### src/hw/rtl/lpl_pkg.sv
// Shared types, codes and constants of the length-prefixed log ring.
package lpl_pkg;

  localparam int CAPACITY_DEF = 4096;
  localparam int LINE_MAX_DEF = 256;
  localparam int HDR = 2;
  localparam int MAX_W = 17;
  localparam int LC_W = 11;
  localparam int BU_W = 13;
  localparam int DC_W = 32;

  localparam logic [7:0] CH_NL = 8'h0A;
  localparam logic [7:0] CH_CR = 8'h0D;
  localparam logic [7:0] CH_DOT = 8'h2E;

  typedef enum logic [1:0] {
    CMD_PUSH  = 2'd0,
    CMD_OPEN  = 2'd1,
    CMD_NEXT  = 2'd2,
    CMD_CLEAR = 2'd3
  } cmd_t;

  typedef enum logic [2:0] {
    ST_OK      = 3'd0,
    ST_STAGED  = 3'd1,
    ST_EMPTY   = 3'd2,
    ST_TOO_BIG = 3'd3,
    ST_NO_READ = 3'd4
  } status_t;

  typedef enum logic [4:0] {
    S_IDLE, S_EVC_CHK, S_EVC_H0, S_EVC_H1, S_WR_H0, S_WR_H1, S_CP_RD, S_CP_WR,
    S_DOT, S_CMT, S_OPN_CHK, S_OPN_H0, S_OPN_H1, S_RN_HA, S_RN_H0, S_RN_H1,
    S_RN_SEL, S_RN_B, S_DONE
  } state_t;

  typedef struct packed {
    cmd_t             cmd;
    logic [7:0]       data_byte;
    logic             line_end;
    logic [MAX_W-1:0] rd_budget;
  } item_t;

endpackage

### src/hw/rtl/lpl_front.sv
// Front end: accepts transactions, decodes the command and queues them.
module lpl_front (
  input  logic                      clk,
  input  logic                      rst_n,
  input  logic                      in_valid,
  output logic                      in_stall,
  input  logic [1:0]                in_cmd,
  input  logic [7:0]                in_data_byte,
  input  logic                      in_line_end,
  input  logic [lpl_pkg::MAX_W-1:0] in_rd_budget,
  output lpl_pkg::item_t            q_item,
  output logic                      q_vld,
  input  logic                      q_pop
);
  import lpl_pkg::*;

  item_t      ent_r [2];
  logic       wp_r, rp_r;
  logic [1:0] cnt_r;
  logic       push_w;
  item_t      dec_w;

  assign in_stall = (cnt_r == 2'd2);
  assign push_w = in_valid && !in_stall;
  assign q_vld = (cnt_r != 2'd0);
  assign q_item = ent_r[rp_r];

  always_comb begin
    dec_w.cmd = cmd_t'(in_cmd);
    dec_w.data_byte = in_data_byte;
    dec_w.line_end = in_line_end && (cmd_t'(in_cmd) == CMD_PUSH);
    dec_w.rd_budget = (cmd_t'(in_cmd) == CMD_OPEN) ? in_rd_budget : '0;
  end

  always_ff @(posedge clk) begin
    if (push_w) begin
      ent_r[wp_r] <= dec_w;
    end
    if (!rst_n) begin
      wp_r <= 1'b0;
      rp_r <= 1'b0;
      cnt_r <= 2'd0;
    end else begin
      if (push_w) begin
        wp_r <= ~wp_r;
      end
      if (q_pop) begin
        rp_r <= ~rp_r;
      end
      cnt_r <= cnt_r + {1'b0, push_w} - {1'b0, q_pop};
    end
  end
endmodule

### config.mk
export PLATFORM = sky130hd
export DESIGN_NAME = lpl_front
export DESIGN_NICKNAME = d
export VERILOG_FILES = /design/src/hw/rtl/lpl_pkg.sv /design/src/hw/rtl/lpl_front.sv
export SDC_FILE = /design/constraint.sdc
export NUM_CORES = 1
export LEC_CHECK = 0
export BUFFER_PORTS_ARGS = -buffer_cell sky130_fd_sc_hd__buf_2
export CAP_MARGIN = 20
export CORE_MARGIN = 1
export CORE_UTILIZATION = 55
export DETAILED_ROUTE_END_ITERATION = 8
export PLACE_DENSITY = 0.91
export SETUP_SLACK_MARGIN = 0.05
export SLEW_MARGIN = 15
export SYNTH_ARGS = -nofsm -noshare
export SYNTH_HDL_FRONTEND = slang
export SYNTH_SLANG_ARGS = --single-unit
### constraint.sdc
create_clock -name clk -period 4.35 [get_ports clk]
set_input_delay 0.87 -clock clk [delete_from_list [all_inputs] [get_ports clk]]
set_output_delay 0.87 -clock clk [all_outputs]
set_load 0.005 [all_outputs]
# Word level (Yosys, flattened, before mapping)
# Memory sizes are Yosys's and may differ from the RTL's. A register that Yosys moved wholly into a read port is not among the register bits.
# Index checks and enable logic that the tools add are counted.
# totals
out_inout_bits	30
register_bits	4
ramBits	56
mem_count	1
# op_classes
n_bitwise	2
mux	5
n_eq_ne	2
reduce_logical	5
add_sub_neg	2
# mem_list
memory	depth	width	read_ports	rd_ports_with_merged_regs	write_ports	line	text
ent_r	2	28	1	1	1	lpl_front.sv:17	item_t ent_r [2];
# ops
operator	count
$mux W17	1
$mux W1	4
$add A2 B1 Y2	1
$eq A2 B1 Y1 const B	1
$eq A2 B2 Y1 const B	1
$logic_and A1 B1 Y1	2
$logic_not A2 Y1	1
$not A1 Y1	2
$reduce_bool A2 Y1	1
$sub A2 B1 Y2	1
$logic_not A1 Y1	1

# Depth between registers and ports, before layout
# Gate-level depths: netlist of the first run.
# logic_depth
depth_word	5
ltp_mapped	8
ltp_nobuf	8

# Worst setup path after synthesis of the first run
# No wires, ideal clock.
# synth_timing
kind	input -> register
from	input port in_valid
to	memory ent_r[0][0] (netlist bit), enable pin
t_required_ps	3937
arrival_ps	2153
path_stages	2
n_path_buf	0
path_slack_ps	1784
cell_sequence	nand2_1 -> nor2_1
# synth_between
elab_chain_cells	3
# synth_lines
item	line	text
start, declared	lpl_front.sv:5	input logic in_valid,
$logic_and A1 B1 Y1	lpl_front.sv:24	assign push_w = in_valid && !in_stall;
$mux W1	lpl_front.sv:36	if (push_w) begin
$mux W1 (not written as such)	lpl_front.sv:37	ent_r[wp_r] <= dec_w;
end, declared	lpl_front.sv:17	
# No other way between the ends.

==> results.cfg, run 1 <==
[status]
status = finished, final reports clean

[synthesis]
synthTopCellsByArea = edfxtp_1 (68%), mux2_4 (12%), and2_1 (4.8%)
ys_types = 21
ys_seq_area_share_pct = 71.70
synth_commonest_cells = edfxtp_1 (56), mux2_4 (20), and2_1 (19), mux2_2 (8), dfxtp_1 (5)
synth_most_common_cell = edfxtp_1
synth-seq-cells = 61
synth_top_cell_area_share_pct = 67.67
synth_area_sq_um = 2485
yosysTopAreaCell = edfxtp_1
synth_warnings = 0
ys.flop_type = edfxtp_1
synth_nets = 167
syn_inst = 133
avgSynthCellArea_sq_um = 18.68
ys_async_sr_fraction_pct = 0
synth_edf_count = 56

[sta]
setup-violations-final = 0
hold_ws_ps = 500.2
clock_skew_ps = 6.434
fin_crit_sh_pct = 60.81
layout_min_cycle_time_ps = 2645
tightest_slew_ps = 866.8
rsz0062_at_grt = no
tns_ps = 0
maxSlewHeadroom_pct = 42.22
fmax_ghz = 0.3780
finalMaxSlewViolations = 0
final_hold_viol_count = 0

[pwr]
clockPowerShare_pct = 29.2
swShare_pct = 22.99
leakage_nw = 1.227
intPower_mw = 1.032
powerDensity_nw_per_um2 = 451.5
power_frac_seq_pct = 55.7
vdd_ir_drop_max_uv = 282.5
p_comb_share_pct = 15.0
switchingPower_uw = 308.2

[placed_design]
place_congestion = 0.6370
dp.final_hpwl_um = 2574
portBuffers = 61

[min_path]
hold_path.class = flop to flop

[final_layout]
antenna_cells = 0
drive_above_1_share_pct = 50.48
syn2layout_area_growth_pct = 19.49
fillers = 317
fin_nets = 237

[global_routing]
gr-total-overflow = 0
grt_max_degree = 29
grt_usage_pct = 17.56
grt_pass1_wl_um = 6113
grt_pass1_vias = 1266
antenna_found_initial = 0

[worst_setup_path]
crit_type = flop to output pin
end_kind = output pin
reg2reg_setup_slack_ps = 2750
cp-start-kind = flop
required_ps = 3480
critical_path_peak_fanout = 28
critical_path_arrival_ps = 1780

[detailed_routing]
routed_wl_um = 3944
vias = 1302
viasPerCell = 5.008
dr.pass1.iters = 6
wl_per_cell_um = 15.17
initialDrtViolationCount = 86
drc = 0
antenna_left = 0

[cts]
htree_num_levels = 3
clk_pin_slew_worst_paths_ps = 60
cts_root_buffer = clkbuf_8
clk_latency_ps = 330
cts_sinks = 61
post_cts_buffers = 0
cts_resized = 0
cts_buffer_depth = 2
cts_tree = done
cts_made_buffers = 9
holdBufCountCts = 0

[die]
fp.dieW_um = 69.22
die-area_sq_um = 4791
core_sq_um = 4354
pin_count = 62
start_util_pct = 57.07
die_h_um = 69.22
num_rows = 24

[flow_run]
cap_viol_max_count = 0
state kept, by name, indices dropped and copies added (netlist names), named ones only:
| register | cells |
|---|---|
| rp_r | 1 |
| ent_r | 56 |
| wp_r | 1 |
| cnt_r | 2 |
per-stage QoR:
step	total power [mW]	util, %	instance area (sq um)	setup WS, ps	instances
finish	1.341	68.19	2969	1705	260
global route	1.402	68.19	2969	1614	260
CTS	1.359	68.19	2969	1675	260
detailed placement	0.9646	64.71	2818	2038	244
global placement	0.9537	64.71	2818	2052	244
floorplan	0.8825	-	2485	1784	133
critical path, cell delays in order, from the launching register on:
cell and delay, ps:
dfxtp_2 900, mux2_2 410, buf_2 120
path summary, 6_finish.rpt:
kind / startpoint / endpoint / depth (start not counted)
setup / recovery: flop / q_item[0] / 2
hold / removal: wp_r / wp_r / 2
setup reg to reg: cnt_r[0] / cnt_r[1] / 8
hold reg to reg: wp_r / wp_r / 2
metal layers:
metal / part of all wire (%) / track usage [%] / vias to the layer above
met1: 42 / 20.47 / 618
met2: 50 / 28.16 / 48
met5: 0 / 0 / -
met4: 1.3 / 7.483 / 0
met3: 6.7 / 7.849 / 8
li1: - / - / 628
kinds of logic after synthesis:
kind of cell               count (synthesis)  synth area share [%]
buffers and inverters                      7                 2.719
DFF                                       61                 71.70
and+or+nand+nor                           32                 7.754
adders and majority gates                  2                 1.007
muxes                                     29                 16.11
xor gates and xnor gates                   2                0.7051
cell usage in the layout (no fill, tap or decap), types with 3 or more instances in the layout:
cell type / n
mux2_4: 20
inv_1: 3
buf_2: 61
mux2_2: 8
edfxtp_1: 56
dfxtp_1: 4
nor2_1: 3
clkbuf_1: 4
clkbuf_8: 9
and2_1: 19
layout make-up:
class,instances,area (sq um),area share (%)
flip-flops and latches,61,1783,60.05
inverters,3,11.26,0.3793
clock inverters,3,12.51,0.4214
multi-input cells,65,638.1,21.49
repair buffers,63,320.3,10.79
clock buffers,13,138.9,4.678
well taps,52,65.06,2.191
power groups by stage:
stage	sequential, mW	combinational [mW]	clock [mW]
3_5_place_dp	0.760	0.205	0
2_1_floorplan	0.740	0.142	0
3_3_place_gp	0.756	0.198	0
6_report	0.747	0.201	0.392
5_1_grt	0.754	0.221	0.427
4_1_cts	0.748	0.205	0.406
Note: power is estimated with default switching activity, not from simulation.
==> run 2: changes to the inputs <==
--- a/config.mk
+++ b/config.mk
@@ -5,12 +5,13 @@
 export SDC_FILE = /design/constraint.sdc
 export NUM_CORES = 1
 export LEC_CHECK = 0
+export ABC_AREA = 1
 export BUFFER_PORTS_ARGS = -buffer_cell sky130_fd_sc_hd__buf_2
 export CAP_MARGIN = 20
 export CORE_MARGIN = 1
-export CORE_UTILIZATION = 55
+export CORE_UTILIZATION = 52
 export DETAILED_ROUTE_END_ITERATION = 8
-export PLACE_DENSITY = 0.91
+export PLACE_DENSITY = 0.87
 export SETUP_SLACK_MARGIN = 0.05
 export SLEW_MARGIN = 15
 export SYNTH_ARGS = -nofsm -noshare
==> constraint.sdc (replaced) <==
create_clock -name clk -period 2.47 [get_ports clk]
set_input_delay 0.494 -clock clk [delete_from_list [all_inputs] [get_ports clk]]
set_output_delay 0.494 -clock clk [all_outputs]
set_load 0.005 [all_outputs]
==> run 2 against run 1 <==
Effect of this change:
- clock skew rose by 2.1 ps
- core utilization fell by 0.19 points
- combinational power rose by 59%
- clock-buffer cell count fell by 4
- final cell count rose by 11%
- sequential power rose by 70%
- synthesized area rose by 0.86%
- synthesized cell count rose by 21%
- largest power group unchanged
==> results.cfg, run 2 <==
[die]
num_rows = 24
start_util_pct = 55.64
pin_count = 62
die_h_um = 71.42
core_sq_um = 4504
die-area_sq_um = 5101
fp.dieW_um = 71.42

[placed_design]
dp_cells = 273
portBuffers = 61
dp.final_hpwl_um = 2637
placed_area_sq_um = 2859
place_congestion = 0.7084

[worst_setup_path]
required_ps = 1980
reg2regPathDepth = 10
critical_path_peak_fanout = 22
crit_family = flip-flops
reg2reg_setup_slack_ps = 950
end_kind = output pin
r2r_end = cnt_r[1]
critical_path_buf_inv_count = 2
cp-start-kind = flop
slowest_delay_ps = 460
cp_slowest_cell = dfxtp_2
crit_type = flop to output pin
path_cells = buf_12, mux2_2, buf_2
critical_path_arrival_ps = 1500
r2r_start = cnt_r[0]

[synthesis]
synth_nets = 195
avgSynthCellArea_sq_um = 15.57
synthSimpleGateAreaFrac_pct = 5.791
yosysTopAreaCell = edfxtp_1
synthMuxAreaShare_pct = 15.58
synth-seq-cells = 61
synth_warnings = 0
synthTopCellsByArea = edfxtp_1 (67%), mux2_4 (12%), dfxtp_1 (4.0%)
synth_compound_area_share_pct = 0.3994
ys_types = 13
synth_commonest_cells = edfxtp_1 (56), inv_1 (26), nor2_1 (24), mux2_4 (20), nand2_1 (12)
ys_async_sr_fraction_pct = 0
synth_area_sq_um = 2506
syn_inst = 161
ys_seq_area_share_pct = 71.09
ys.flop_type = edfxtp_1
synthAdderAreaFrac_pct = 0.9985
synthXorXnorAreaFrac_pct = 0
synth_top_cell_area_share_pct = 67.10
synth_most_common_cell = edfxtp_1
synth_top_family_by_area = multiplexers
synth_edf_count = 56

[cts]
clk_latency_ps = 330
holdBufCountCts = 0
cts_tree = done
cts_resized = 0
cts_made_buffers = 9
htree_num_levels = 3
cts_root_buffer = clkbuf_8
post_cts_buffers = 0
clk_pin_slew_worst_paths_ps = 70
cts_buffer_depth = 2
cts_sinks = 61

[global_routing]
grt_util_met2_pct = 30.90
grt_util_met3_pct = 5.063
grt_usage_pct = 17.35
antenna_found_initial = 0
grt_pass1_vias = 1455
gr-total-overflow = 0
grt_pass1_wl_um = 6320
grt-busiest-layer = met2
grt_max_degree = 29
use_met1_pct = 17.99

[status]
status = finished, final reports clean

[final_layout]
largestRegisters = ent_r x56, cnt_r x2
final_area_sq_um = 3063
final_common_cell = buf_2
finalNonFillerCells = 289
syn2layout_area_growth_pct = 22.22
fillers = 320
top_register = ent_r
antenna_cells = 0
final_util_pct = 68.00
fin_nets = 266
largest_reg_flops = 56
layout_common_cells = buf_2 (61), edfxtp_1 (56), inv_1 (26)
drive_above_1_share_pct = 44.73

[sta]
clock_skew_ps = 8.533
maxSlewHeadroom_pct = 59.60
fmax_ghz = 0.5004
fin_crit_sh_pct = 80.90
rsz0062_at_grt = no
final_hold_viol_count = 0
finalMaxSlewViolations = 0
tightest_slew_ps = 604.6
layout_min_cycle_time_ps = 1998
setup-violations-final = 0
tns_ps = 0

[flow_run]
cap_viol_max_count = 0

[detailed_routing]
routed_wl_um = 4023
wl_per_cell_um = 13.92
antenna_left = 0
viasPerCell = 4.865
initialDrtViolationCount = 91
drc = 0
vias = 1406
dr.pass1.iters = 5

[min_path]
min_to = ent_r[1][20]
holdPathStages = 1
hold_path.class = input pin to flop
hp-start = in_data_byte[2]

[pwr]
leakage_nw = 1.368
vdd_ir_drop_max_uv = 433.5
power_mw = 2.496
powerDensity_nw_per_um2 = 815.1
[run 2: cell types whose count changed in the layout (fill, tap and decap cells not counted), moves of 2 or more]
cell / previous run / this run
nand2b_1: 2 / 0
nor2_1: 3 / 23
a21oi_1: 0 / 2
clkbuf_1: 4 / 0
and2_1: 19 / 0
inv_1: 3 / 26
clkinv_1: 2 / 4
nand3_1: 0 / 2
bufinv_16: 0 / 2
nand2_1: 2 / 12
[run 2: metrics by stage]
stage	worst slack (ps)	hold WS (ps)
after CTS	439.8	343.5
after detailed placement	808.2	496.5
after global routing	397.9	340.2
final	471.7	354.8
after global placement	841.6	475.5
after floorplan	306.5	463.5
[run 2: worst max-delay path by stage]
stage             start  slack, ps  depth (start not counted)          end
2_1_floorplan  in_valid        310                          2  ent_r[0][0]
3_3_place_gp       flop        840                          3   q_item[27]
3_5_place_dp       flop        810                          3    q_item[0]
4_1_cts            flop        440                          3    q_item[0]
5_1_grt            flop        400                          3    q_item[2]
6_report           flop        470                          3    q_item[2]
[run 2: cells by family after synthesis]
kind of cell	count (synthesis)
flip-flops	61
multiplexers	28
AND/OR/NAND/NOR	38
buffers and inverters	30
AO/OA/AOI/OAI	2
adder cells (fa/ha/maj)	2
[run 2: area by class of cell]
type	count	area, sq um	area share, %
clock inverters	7	80.08	2.614
inverters	26	97.59	3.186
well taps	52	65.06	2.124
flip-flops and latches	61	1783	58.21
clock buffers	9	123.9	4.044
repair buffers	64	340.3	11.11
multi-input cells	70	573.1	18.71
[run 2: where the power goes]
group          internal, mW  total, mW  switching [mW]  leakage (nW)
Clock                 0.552      0.911           0.359         0.103
Sequential             1.23       1.27          0.0307         0.575
Combinational         0.165      0.320           0.155         0.690
[run 2: routing by layer]
metal / vias to the layer above / wire [um]
li1: 696 / -
met1: 643 / 1693
met2: 55 / 2041
met3: 12 / 208
met4: 0 / 80
met5: - / 0
